`config.mk`:
```
export PLATFORM = sky130hd
export DESIGN_NAME = range_reading_qualifier_flat
export DESIGN_NICKNAME = d
export VERILOG_FILES = /design/src/hw/rtl/rrq_pkg.sv /design/src/hw/rtl/rrq_if.sv /design/src/hw/rtl/rrq_front.sv /design/src/hw/rtl/rrq_queue.sv /design/src/hw/rtl/rrq_back.sv /design/src/hw/rtl/range_reading_qualifier.sv /design/src/flat_wrapper.sv
export SDC_FILE = /design/constraint.sdc
export NUM_CORES = 1
export LEC_CHECK = 0
export BUFFER_PORTS_ARGS = -buffer_cell sky130_fd_sc_hd__buf_4
export CELL_PAD_IN_SITES_DETAIL_PLACEMENT = 0
export CELL_PAD_IN_SITES_GLOBAL_PLACEMENT = 1
export CORE_MARGIN = 3
export CORE_UTILIZATION = 54
export CTS_CLUSTER_SIZE = 25
export DETAILED_ROUTE_END_ITERATION = 7
export MAX_ROUTING_LAYER = met4
export PLACE_DENSITY_LB_ADDON = 0.1
export SYNTH_ARGS = -nofsm -noshare
export SYNTH_HDL_FRONTEND = slang
export SYNTH_HIERARCHICAL = 1
export SYNTH_SLANG_ARGS = --single-unit
```
`constraint.sdc`:
```
create_clock -name clk -period 23.9 [get_ports clk]
set_clock_uncertainty 0.2 [all_clocks]
set_input_delay 3.585 -clock clk [delete_from_list [all_inputs] [get_ports clk]]
set_output_delay 3.585 -clock clk [all_outputs]
set_load 0.02 [all_outputs]
```
`src/hw/rtl/rrq_pkg.sv`:
```
// ============================================================================
// rrq_pkg
// Shared types, codes and constants of the range reading qualifier.
// ============================================================================
package rrq_pkg;

    localparam int DIST_BITS      = 13;
    localparam int RANGE_BITS     = 16;
    localparam int TIME_BITS      = 32;
    localparam int FAIL_BITS      = 8;
    localparam int ALPHA_BITS     = 9;
    localparam int ALPHA_SHIFT    = 8;
    localparam int GAP_BITS       = 16;
    localparam int OUT_COUNT_BITS = 16;
    localparam int CFG_DATA_BITS  = 16;
    localparam int CFG_INDEX_BITS = 2;
    localparam int QUEUE_DEPTH    = 2;

    localparam int FRAC_BITS_DEFAULT  = 8;
    localparam int COUNT_BITS_DEFAULT = 16;

    localparam logic [RANGE_BITS-1:0] CLEAR_LEVEL = 16'd8190;
    localparam logic [FAIL_BITS-1:0]  FAIL_SAT    = 8'd255;
    localparam logic [ALPHA_BITS-1:0] ALPHA_ONE   = 9'd256;

    localparam logic [ALPHA_BITS-1:0] ALPHA_RESET     = 9'd77;
    localparam logic [DIST_BITS-1:0]  MAX_STEP_RESET  = 13'd500;
    localparam logic [FAIL_BITS-1:0]  THRESHOLD_RESET = 8'd2;
    localparam logic [GAP_BITS-1:0]   GAP_RESET       = 16'd500;

    typedef enum logic [CFG_INDEX_BITS-1:0] {
        CFG_ALPHA     = 2'd0,
        CFG_MAX_STEP  = 2'd1,
        CFG_THRESHOLD = 2'd2,
        CFG_RETRY_GAP = 2'd3
    } cfg_index_t;

    typedef enum logic [1:0] {
        ST_VALID   = 2'd0,
        ST_CLEAR   = 2'd1,
        ST_TIMEOUT = 2'd2,
        ST_ERROR   = 2'd3
    } status_t;

    typedef enum logic [1:0] {
        ACT_NONE       = 2'd0,
        ACT_PROBE_FAIL = 2'd1,
        ACT_LIGHT      = 2'd2,
        ACT_FULL       = 2'd3
    } action_t;

    // Classification that the front end can make without the back-end state.
    typedef enum logic [2:0] {
        CLS_LINK_FAIL,
        CLS_TIMEOUT,
        CLS_ZERO,
        CLS_CLEAR,
        CLS_VALID
    } poll_class_t;

    typedef struct packed {
        poll_class_t           cls;
        logic [TIME_BITS-1:0]  now_ms;
        logic [RANGE_BITS-1:0] range_mm;
        logic                  probe_ok;
        logic                  restart_ok;
    } poll_entry_t;

    typedef struct packed {
        logic push;
        logic full;
    } queue_wr_t;

    typedef struct packed {
        logic valid;
        logic pop;
    } queue_rd_t;

endpackage

```
`src/hw/rtl/rrq_if.sv`:
```
// ============================================================================
// rrq_poll_if / rrq_result_if
// Valid/ready channels for poll transactions and result transactions.
// ============================================================================
interface rrq_poll_if;
    logic        valid;
    logic        ready;
    logic [31:0] now_ms;
    logic        link_ok;
    logic        timed_out;
    logic [15:0] range_mm;
    logic        probe_ok;
    logic        restart_ok;

    modport source (output valid, now_ms, link_ok, timed_out, range_mm, probe_ok, restart_ok,
                    input ready);
    modport sink (input valid, now_ms, link_ok, timed_out, range_mm, probe_ok, restart_ok,
                  output ready);
endinterface

interface rrq_result_if;
    logic        valid;
    logic        ready;
    logic        accepted;
    logic [1:0]  status_code;
    logic [15:0] raw_mm;
    logic [12:0] filtered_mm;
    logic [7:0]  fail_run;
    logic [15:0] attempt_total;
    logic [15:0] recovery_total;
    logic [1:0]  recovery_action;
    logic [31:0] last_good_ms;

    modport source (output valid, accepted, status_code, raw_mm, filtered_mm, fail_run,
                    attempt_total, recovery_total, recovery_action, last_good_ms,
                    input ready);
    modport sink (input valid, accepted, status_code, raw_mm, filtered_mm, fail_run,
                  attempt_total, recovery_total, recovery_action, last_good_ms,
                  output ready);
endinterface

```
`src/hw/rtl/rrq_front.sv`:
```
// ============================================================================
// rrq_front
// Accepts poll transactions and classifies the reading for the back end.
// ============================================================================
module rrq_front
    import rrq_pkg::*;
(
    rrq_poll_if.sink    poll,
    input  logic        queue_full,
    output queue_wr_t   wr,
    output poll_entry_t entry
);

    always_comb
    begin
        entry.now_ms     = poll.now_ms;
        entry.range_mm   = poll.range_mm;
        entry.probe_ok   = poll.probe_ok;
        entry.restart_ok = poll.restart_ok;
        // Link loss outranks a timeout, which outranks the reading itself.
        priority if (!poll.link_ok)
            entry.cls = CLS_LINK_FAIL;
        else if (poll.timed_out)
            entry.cls = CLS_TIMEOUT;
        else if (poll.range_mm >= CLEAR_LEVEL)
            entry.cls = CLS_CLEAR;
        else if (poll.range_mm == '0)
            entry.cls = CLS_ZERO;
        else
            entry.cls = CLS_VALID;
    end

    assign poll.ready = !queue_full;
    assign wr.push    = poll.valid && !queue_full;
    assign wr.full    = queue_full;

endmodule

```
`src/hw/rtl/rrq_queue.sv`:
```
// ============================================================================
// rrq_queue
// Short FIFO of classified polls between the front end and the back end.
// ============================================================================
module rrq_queue
    import rrq_pkg::*;
(
    input  logic        clk,
    input  logic        rst_n,
    input  queue_wr_t   wr,
    input  poll_entry_t wr_entry,
    output logic        full,
    input  logic        pop,
    output queue_rd_t   rd,
    output poll_entry_t rd_entry
);

    localparam int PTR_W = (QUEUE_DEPTH > 1) ? $clog2(QUEUE_DEPTH) : 1;
    localparam int CNT_W = $clog2(QUEUE_DEPTH + 1);

    poll_entry_t             slot_reg [QUEUE_DEPTH];
    logic [PTR_W-1:0]        wr_ptr_reg, wr_ptr_next;
    logic [PTR_W-1:0]        rd_ptr_reg, rd_ptr_next;
    logic [CNT_W-1:0]        count_reg, count_next;
    logic                    do_pop;

    assign full     = (count_reg == CNT_W'(QUEUE_DEPTH));
    assign do_pop   = pop && (count_reg != '0);
    assign rd.valid = (count_reg != '0);
    assign rd.pop   = do_pop;
    assign rd_entry = slot_reg[rd_ptr_reg];

    always_comb
    begin
        wr_ptr_next = wr_ptr_reg;
        rd_ptr_next = rd_ptr_reg;
        count_next  = count_reg;
        if (wr.push)
            wr_ptr_next = (wr_ptr_reg == PTR_W'(QUEUE_DEPTH - 1)) ? '0 : wr_ptr_reg + 1'b1;
        if (do_pop)
            rd_ptr_next = (rd_ptr_reg == PTR_W'(QUEUE_DEPTH - 1)) ? '0 : rd_ptr_reg + 1'b1;
        if (wr.push && !do_pop)
            count_next = count_reg + 1'b1;
        else if (do_pop && !wr.push)
            count_next = count_reg - 1'b1;
    end

    always_ff @(posedge clk or negedge rst_n)
    begin
        if (!rst_n)
        begin
            wr_ptr_reg <= '0;
            rd_ptr_reg <= '0;
            count_reg  <= '0;
        end
        else
        begin
            wr_ptr_reg <= wr_ptr_next;
            rd_ptr_reg <= rd_ptr_next;
            count_reg  <= count_next;
        end
    end

    always_ff @(posedge clk)
    begin
        if (wr.push)
            slot_reg[wr_ptr_reg] <= wr_entry;
    end

endmodule

```
`src/hw/rtl/rrq_back.sv`:
```
// ============================================================================
// rrq_back
// Applies one classified poll per cycle, unless a result waits untaken,
// to the failure, recovery and filter state and registers the result.
// ============================================================================
module rrq_back
    import rrq_pkg::*;
#(
    parameter int FRAC_BITS  = FRAC_BITS_DEFAULT,
    parameter int COUNT_BITS = COUNT_BITS_DEFAULT
)
(
    input  logic                      clk,
    input  logic                      rst_n,
    input  logic                      cfg_we,
    input  logic [CFG_INDEX_BITS-1:0] cfg_index,
    input  logic [CFG_DATA_BITS-1:0]  cfg_data,
    input  queue_rd_t                 rd,
    input  poll_entry_t               entry,
    output logic                      pop,
    rrq_result_if.source              result
);

    localparam int SW = DIST_BITS + FRAC_BITS;
    localparam int PW = SW + 1 + ALPHA_BITS + 1;

    logic [ALPHA_BITS-1:0] alpha_reg;
    logic [DIST_BITS-1:0]  max_step_reg;
    logic [FAIL_BITS-1:0]  threshold_reg;
    logic [GAP_BITS-1:0]   gap_reg;

    logic                  ready_flag_reg, ready_flag_next;
    logic [FAIL_BITS-1:0]  fail_reg, fail_next;
    logic                  pending_reg, pending_next;
    logic [COUNT_BITS-1:0] attempt_reg, attempt_next;
    logic [COUNT_BITS-1:0] success_reg, success_next;
    logic [TIME_BITS-1:0]  last_attempt_reg, last_attempt_next;
    logic                  empty_reg, empty_next;
    logic [SW-1:0]         smooth_reg, smooth_next;
    status_t               status_reg, status_next;
    logic [RANGE_BITS-1:0] raw_reg, raw_next;
    logic [TIME_BITS-1:0]  last_good_reg, last_good_next;

    logic                  out_valid_reg;
    logic                  ok;
    action_t               action;

    logic [ALPHA_BITS-1:0] alpha_eff;
    logic [SW-1:0]         cur;
    logic signed [SW:0]    diff;
    logic signed [SW:0]    step_s;
    logic signed [SW:0]    diff_lim;
    logic signed [PW-1:0]  prod;
    logic signed [PW-1:0]  blend;

    assign pop = rd.valid && (!out_valid_reg || result.ready);

    // Filter datapath: slew limit on the difference, then one multiply.
    assign alpha_eff = (alpha_reg > ALPHA_ONE) ? ALPHA_ONE : alpha_reg;
    assign cur       = {entry.range_mm[DIST_BITS-1:0], {FRAC_BITS{1'b0}}};
    assign diff      = $signed({1'b0, cur}) - $signed({1'b0, smooth_reg});
    assign step_s    = $signed({1'b0, max_step_reg, {FRAC_BITS{1'b0}}});

    always_comb
    begin
        priority if (diff > step_s)
            diff_lim = step_s;
        else if (diff < -step_s)
            diff_lim = -step_s;
        else
            diff_lim = diff;
    end

    assign prod  = $signed({1'b0, alpha_eff}) * diff_lim;
    assign blend = prod >>> ALPHA_SHIFT;

    always_comb
    begin
        logic fail_now;
        status_t fail_code;

        ready_flag_next   = ready_flag_reg;
        fail_next         = fail_reg;
        pending_next      = pending_reg;
        attempt_next      = attempt_reg;
        success_next      = success_reg;
        last_attempt_next = last_attempt_reg;
        empty_next        = empty_reg;
        smooth_next       = smooth_reg;
        status_next       = status_reg;
        raw_next          = raw_reg;
        last_good_next    = last_good_reg;
        ok                = 1'b0;
        action            = ACT_NONE;
        fail_now          = 1'b0;
        fail_code         = ST_ERROR;

        if (pop)
        begin
            if (!ready_flag_reg || entry.cls == CLS_LINK_FAIL)
            begin
                fail_now  = 1'b1;
                fail_code = ST_ERROR;
            end
            else if (entry.cls == CLS_TIMEOUT)
            begin
                fail_now  = 1'b1;
                fail_code = ST_TIMEOUT;
            end
            else
            begin
                raw_next = entry.range_mm;
                if (entry.cls == CLS_ZERO)
                begin
                    fail_now  = 1'b1;
                    fail_code = ST_ERROR;
                end
                else
                begin
                    ok             = 1'b1;
                    last_good_next = entry.now_ms;
                    fail_next      = '0;
                    if (pending_reg)
                    begin
                        pending_next = 1'b0;
                        empty_next   = 1'b1;
                        success_next = success_reg + 1'b1;
                    end
                    if (entry.cls == CLS_CLEAR)
                        status_next = ST_CLEAR;
                    else
                    begin
                        status_next = ST_VALID;
                        if (empty_next)
                        begin
                            empty_next  = 1'b0;
                            smooth_next = cur;
                        end
                        else
                            smooth_next = smooth_reg + blend[SW-1:0];
                    end
                end
            end

            if (fail_now)
            begin
                status_next = fail_code;
                if (fail_reg != FAIL_SAT)
                    fail_next = fail_reg + 1'b1;
                if (fail_next >= threshold_reg &&
                    (entry.now_ms - last_attempt_reg) >= {{(TIME_BITS-GAP_BITS){1'b0}}, gap_reg})
                begin
                    last_attempt_next = entry.now_ms;
                    attempt_next      = attempt_reg + 1'b1;
                    if (!entry.probe_ok)
                    begin
                        ready_flag_next = 1'b0;
                        action          = ACT_PROBE_FAIL;
                    end
                    else
                    begin
                        ready_flag_next = entry.restart_ok;
                        if (entry.restart_ok)
                            pending_next = 1'b1;
                        else
                            status_next = ST_ERROR;
                        action = attempt_next[0] ? ACT_LIGHT : ACT_FULL;
                    end
                end
            end
        end
    end

    always_ff @(posedge clk or negedge rst_n)
    begin
        if (!rst_n)
        begin
            alpha_reg        <= ALPHA_RESET;
            max_step_reg     <= MAX_STEP_RESET;
            threshold_reg    <= THRESHOLD_RESET;
            gap_reg          <= GAP_RESET;
            ready_flag_reg   <= 1'b1;
            fail_reg         <= '0;
            pending_reg      <= 1'b0;
            attempt_reg      <= '0;
            success_reg      <= '0;
            last_attempt_reg <= '0;
            empty_reg        <= 1'b1;
            smooth_reg       <= '0;
            status_reg       <= ST_ERROR;
            raw_reg          <= '0;
            last_good_reg    <= '0;
            out_valid_reg    <= 1'b0;
        end
        else
        begin
            if (cfg_we)
            begin
                unique case (cfg_index_t'(cfg_index))
                    CFG_ALPHA:     alpha_reg     <= cfg_data[ALPHA_BITS-1:0];
                    CFG_MAX_STEP:  max_step_reg  <= cfg_data[DIST_BITS-1:0];
                    CFG_THRESHOLD: threshold_reg <= cfg_data[FAIL_BITS-1:0];
                    CFG_RETRY_GAP: gap_reg       <= cfg_data[GAP_BITS-1:0];
                    default:       alpha_reg     <= alpha_reg;
                endcase
            end
            ready_flag_reg   <= ready_flag_next;
            fail_reg         <= fail_next;
            pending_reg      <= pending_next;
            attempt_reg      <= attempt_next;
            success_reg      <= success_next;
            last_attempt_reg <= last_attempt_next;
            empty_reg        <= empty_next;
            smooth_reg       <= smooth_next;
            status_reg       <= status_next;
            raw_reg          <= raw_next;
            last_good_reg    <= last_good_next;
            if (pop)
                out_valid_reg <= 1'b1;
            else if (result.ready)
                out_valid_reg <= 1'b0;
        end
    end

    // Result payload register; loaded with the state after each poll.
    always_ff @(posedge clk)
    begin
        if (pop)
        begin
            result.accepted        <= ok;
            result.status_code     <= status_next;
            result.raw_mm          <= raw_next;
            result.filtered_mm     <= smooth_next[SW-1:FRAC_BITS];
            result.fail_run        <= fail_next;
            result.attempt_total   <= OUT_COUNT_BITS'(attempt_next);
            result.recovery_total  <= OUT_COUNT_BITS'(success_next);
            result.recovery_action <= action;
            result.last_good_ms    <= last_good_next;
        end
    end

    assign result.valid = out_valid_reg;

endmodule

```
`src/hw/rtl/range_reading_qualifier.sv`:
```
// ============================================================================
// range_reading_qualifier
// Qualifies distance-sensor polls, filters valid readings and grants
// recovery attempts after repeated failures.
// ============================================================================
// The block takes one poll transaction per clock cycle while the queue has
// room and returns exactly one result transaction for each, in order. The
// front end classifies a poll in the cycle it is accepted and writes it into
// the queue at the accepting edge. Once the poll is at the head of the queue
// and the output register is free or being taken, the back end applies it to
// the state and loads the output register. The sustained rate of one poll per
// cycle while results are taken is set by the back end's state update, whose
// longest path is the slew limiter followed by the low-pass multiply and add.
// While a result waits to be taken, the two-entry queue still accepts up to
// two more polls; after that the poll side stalls until the result is taken.
// Configuration writes take effect at the clock edge of the write and are
// meant to be made while no poll is in flight.
module range_reading_qualifier
    import rrq_pkg::*;
#(
    parameter int FRAC_BITS  = FRAC_BITS_DEFAULT,
    parameter int COUNT_BITS = COUNT_BITS_DEFAULT
)
(
    input  logic                      clk,
    input  logic                      rst_n,
    rrq_poll_if.sink                  poll,
    rrq_result_if.source              result,
    input  logic                      cfg_we,
    input  logic [CFG_INDEX_BITS-1:0] cfg_index,
    input  logic [CFG_DATA_BITS-1:0]  cfg_data
);

    queue_wr_t   wr;
    queue_rd_t   rd;
    poll_entry_t wr_entry;
    poll_entry_t rd_entry;
    logic        queue_full;
    logic        pop;

    // Front end: classifies the link, timeout and range of each poll.
    rrq_front u_front (
        .poll       (poll),
        .queue_full (queue_full),
        .wr         (wr),
        .entry      (wr_entry)
    );

    // Queue: decouples poll acceptance from result back-pressure.
    rrq_queue u_queue (
        .clk      (clk),
        .rst_n    (rst_n),
        .wr       (wr),
        .wr_entry (wr_entry),
        .full     (queue_full),
        .pop      (pop),
        .rd       (rd),
        .rd_entry (rd_entry)
    );

    // Back end: failure counting, recovery grants, filter and result register.
    rrq_back #(
        .FRAC_BITS  (FRAC_BITS),
        .COUNT_BITS (COUNT_BITS)
    ) u_back (
        .clk       (clk),
        .rst_n     (rst_n),
        .cfg_we    (cfg_we),
        .cfg_index (cfg_index),
        .cfg_data  (cfg_data),
        .rd        (rd),
        .entry     (rd_entry),
        .pop       (pop),
        .result    (result)
    );

endmodule
```
`src/flat_wrapper.sv`:
```
// flat-port wrapper written by rule: the top's interface ports become plain ports
module range_reading_qualifier_flat import rrq_pkg::*;
#(
    parameter int FRAC_BITS  = FRAC_BITS_DEFAULT,
    parameter int COUNT_BITS = COUNT_BITS_DEFAULT
)
  (clk, rst_n, cfg_we, cfg_index, cfg_data, poll_valid, poll_now_ms, poll_link_ok, poll_timed_out, poll_range_mm, poll_probe_ok, poll_restart_ok, poll_ready, result_valid, result_accepted, result_status_code, result_raw_mm, result_filtered_mm, result_fail_run, result_attempt_total, result_recovery_total, result_recovery_action, result_last_good_ms, result_ready);
  rrq_poll_if poll_i ();
  rrq_result_if result_i ();
  input  logic clk;
  input  logic rst_n;
  input  logic cfg_we;
  input  logic [CFG_INDEX_BITS-1:0] cfg_index;
  input  logic [CFG_DATA_BITS-1:0] cfg_data;
  input wire logic [$bits(poll_i.valid)-1:0] poll_valid;
  input wire logic [$bits(poll_i.now_ms)-1:0] poll_now_ms;
  input wire logic [$bits(poll_i.link_ok)-1:0] poll_link_ok;
  input wire logic [$bits(poll_i.timed_out)-1:0] poll_timed_out;
  input wire logic [$bits(poll_i.range_mm)-1:0] poll_range_mm;
  input wire logic [$bits(poll_i.probe_ok)-1:0] poll_probe_ok;
  input wire logic [$bits(poll_i.restart_ok)-1:0] poll_restart_ok;
  output wire logic [$bits(poll_i.ready)-1:0] poll_ready;
  output wire logic [$bits(result_i.valid)-1:0] result_valid;
  output wire logic [$bits(result_i.accepted)-1:0] result_accepted;
  output wire logic [$bits(result_i.status_code)-1:0] result_status_code;
  output wire logic [$bits(result_i.raw_mm)-1:0] result_raw_mm;
  output wire logic [$bits(result_i.filtered_mm)-1:0] result_filtered_mm;
  output wire logic [$bits(result_i.fail_run)-1:0] result_fail_run;
  output wire logic [$bits(result_i.attempt_total)-1:0] result_attempt_total;
  output wire logic [$bits(result_i.recovery_total)-1:0] result_recovery_total;
  output wire logic [$bits(result_i.recovery_action)-1:0] result_recovery_action;
  output wire logic [$bits(result_i.last_good_ms)-1:0] result_last_good_ms;
  input wire logic [$bits(result_i.ready)-1:0] result_ready;
  assign poll_i.valid = poll_valid;
  assign poll_i.now_ms = poll_now_ms;
  assign poll_i.link_ok = poll_link_ok;
  assign poll_i.timed_out = poll_timed_out;
  assign poll_i.range_mm = poll_range_mm;
  assign poll_i.probe_ok = poll_probe_ok;
  assign poll_i.restart_ok = poll_restart_ok;
  assign poll_ready = poll_i.ready;
  assign result_valid = result_i.valid;
  assign result_accepted = result_i.accepted;
  assign result_status_code = result_i.status_code;
  assign result_raw_mm = result_i.raw_mm;
  assign result_filtered_mm = result_i.filtered_mm;
  assign result_fail_run = result_i.fail_run;
  assign result_attempt_total = result_i.attempt_total;
  assign result_recovery_total = result_i.recovery_total;
  assign result_recovery_action = result_i.recovery_action;
  assign result_last_good_ms = result_i.last_good_ms;
  assign result_i.ready = result_ready;
  range_reading_qualifier #(.FRAC_BITS(FRAC_BITS), .COUNT_BITS(COUNT_BITS)) u_core (.clk(clk), .rst_n(rst_n), .poll(poll_i), .result(result_i), .cfg_we(cfg_we), .cfg_index(cfg_index), .cfg_data(cfg_data));
endmodule
```
==> metrics.txt <==
status=finished clean; first-pass GRT wire length=110 mm; crit path kind=reg -> reg; setup TNS=0 ps; Cell Area, Synth=between 20000 and 30000 um^2; DIE AREA=53100 um^2; critical path arrival=about 14000 ps; TritonCTS clock tree=done; GPL Wtd Cong=slightly above 0.9; Routed WL per cell=about 21 um; Critical Path Start=u_core/u_queue/rd_ptr_reg$_DFFE_PN0P_; DR iter-0 viols=1190; die width=230 um; unrepaired setup endpoints after global routing=false; Clock Root Buffer=clkbuf_16; nets@finish=3011; vias in the first global route=a little under 20000; r2r startpoint=u_core/u_queue/rd_ptr_reg$_DFFE_PN0P_; drt pass-1 iters=5; Tightest Hold Check Type=reg -> reg; Synth Instances=roughly 2500; CP required=24100 ps; max reg flops=106; ANT cells=0; DRC viols=0; total CTS buffers=43; largest net degree at the start of global routing=72; Die Y=230 um; gr usage total=27.4%; # H-tree levels=2; total placed cells including tap cells=3219; fin crit share=about 58%; fmax=71.6 MHz; Vias=18500; post-synth net total=2883; Clock Sink Count=409; Final Instance Area=30300 um^2; Worst Path Max Fanout=24; cell row count=81; Via density=5.62; Slew Viols, Final=0; Worst setup SP type=flop; Syn. warnings=6; Post-CTS Setup Bufs=0; initial antenna violation count=0; Finish-stage setup viols=0; HPWL Detailed=53.3 mm; port buffer count=182; WL final=a little under 70 mm; Rel. slew slack=34.1%; Max Cap Viol=0; Hold Buf Count CTS=0; clk_lat worst skew=approximately 570 ps; final hold vios=0; Area Overhead vs Synth=11.3%; crit end category=flop; slew of the pin with the lowest slew margin=between 900 and 1000 ps; Clock Path Buffers=3; clock-pin transition on the worst setup and hold timing paths=60 ps; min-delay src=u_core/u_back/attempt_reg[15]$_DFF_PN0_; I/O pin count=183; global route overflow=0; share of layout cells above drive strength 1=18.3%; Cell Area, Placed=roughly 29000 um^2; CP max stage cell=dfrtp_4; crit path time final=13960 ps; CORE AREA=between 40000 and 50000 um^2; Post-DRT Antenna Nets=0; most frequent CP cell=ha_1; Non-Filler Instances=3298; Initial Utilization=55.1%; Synth Area per Inst=11.0 um^2; number of gates resized after cts=0; Largest stage delay, worst path=670 ps
[per-layer routing]
| layer | track usage (%) | vias to the layer above | wire (um) |
|---|---|---|---|
| met4 | 8.94 | 0 | 2620 |
| met1 | 33.9 | 9318 | 29300 |
| met5 | - | - | 0 |
| met2 | 47.2 | 405 | 35300 |
| li1 | - | 8692 | - |
| met3 | 3.21 | 133 | 2290 |
[metrics by stage]
stage / worst slack, ps / hold WS (ps) / utilization (%)
global route: 8960 / 301 / 61.3
CTS: 10040 / 274 / 61.3
floorplan: 12130 / 239 / -
detailed placement: 10120 / 258 / 58.4
global placement: 10080 / 259 / 58.4
finish: 9940 / 271 / 61.3
[critical path: cells and delay by family (launching register included)]
family,cells,cell delay [ps]
flops,1,670
simple gates,12,2320
fa+ha+maj,9,3790
buf+inv,4,430
compound gates,23,5190
xor+xnor,4,790
mux,1,380
[final timing paths]
path,to,cells past startpoint,slack [ps]
min,u_core/u_back/attempt_reg[15]$_DFF_PN0_,1,270
min in group asynchronous,u_core/u_back/success_reg[12]$_DFF_PN0_,1,2780
max,u_core/u_back/result.filtered_mm[12]$_DFFE_PP_,53,9940
max in group asynchronous,u_core/u_queue/rd_ptr_reg$_DFFE_PN0P_,2,19240
max reg2reg,u_core/u_back/result.filtered_mm[12]$_DFFE_PP_,53,9940
min reg2reg,u_core/u_back/attempt_reg[15]$_DFF_PN0_,1,270
[layout make-up]
| type | count | area (um^2) |
|---|---|---|
| Sequential cell | 409 | 11300 |
| Multi-Input combinational cell | 1669 | 14100 |
| Clock buffer | 55 | 1140 |
| Timing Repair Buffer | 200 | 1510 |
| Fill cell | 4127 | 19100 |
| Inverter | 277 | 1040 |
| Clock inverter | 24 | 309 |
| Tap cell | 664 | 831 |
[placed cells by master (no fill, tap or decap), drive strengths merged, types with 13 or more instances in the layout]
master / n
o21ai: 105
nor2b: 33
edfxtp: 212
a211oi: 25
nand4: 16
xnor2: 89
nand3: 46
a21o: 38
mux2: 150
fa: 153
inv: 281
ha: 183
a21oi: 111
o21a: 19
and2: 19
buf: 199
dfstp: 21
nor2: 191
xor2: 37
a22o: 13
dfrtp: 176
clkbuf: 56
and3: 17
a31oi: 17
nand2b: 21
nor3: 34
nand2: 215
o31ai: 14
Power is not shown: default switching activity piles up to over one toggle a cycle in this logic, so the estimate is an artifact.
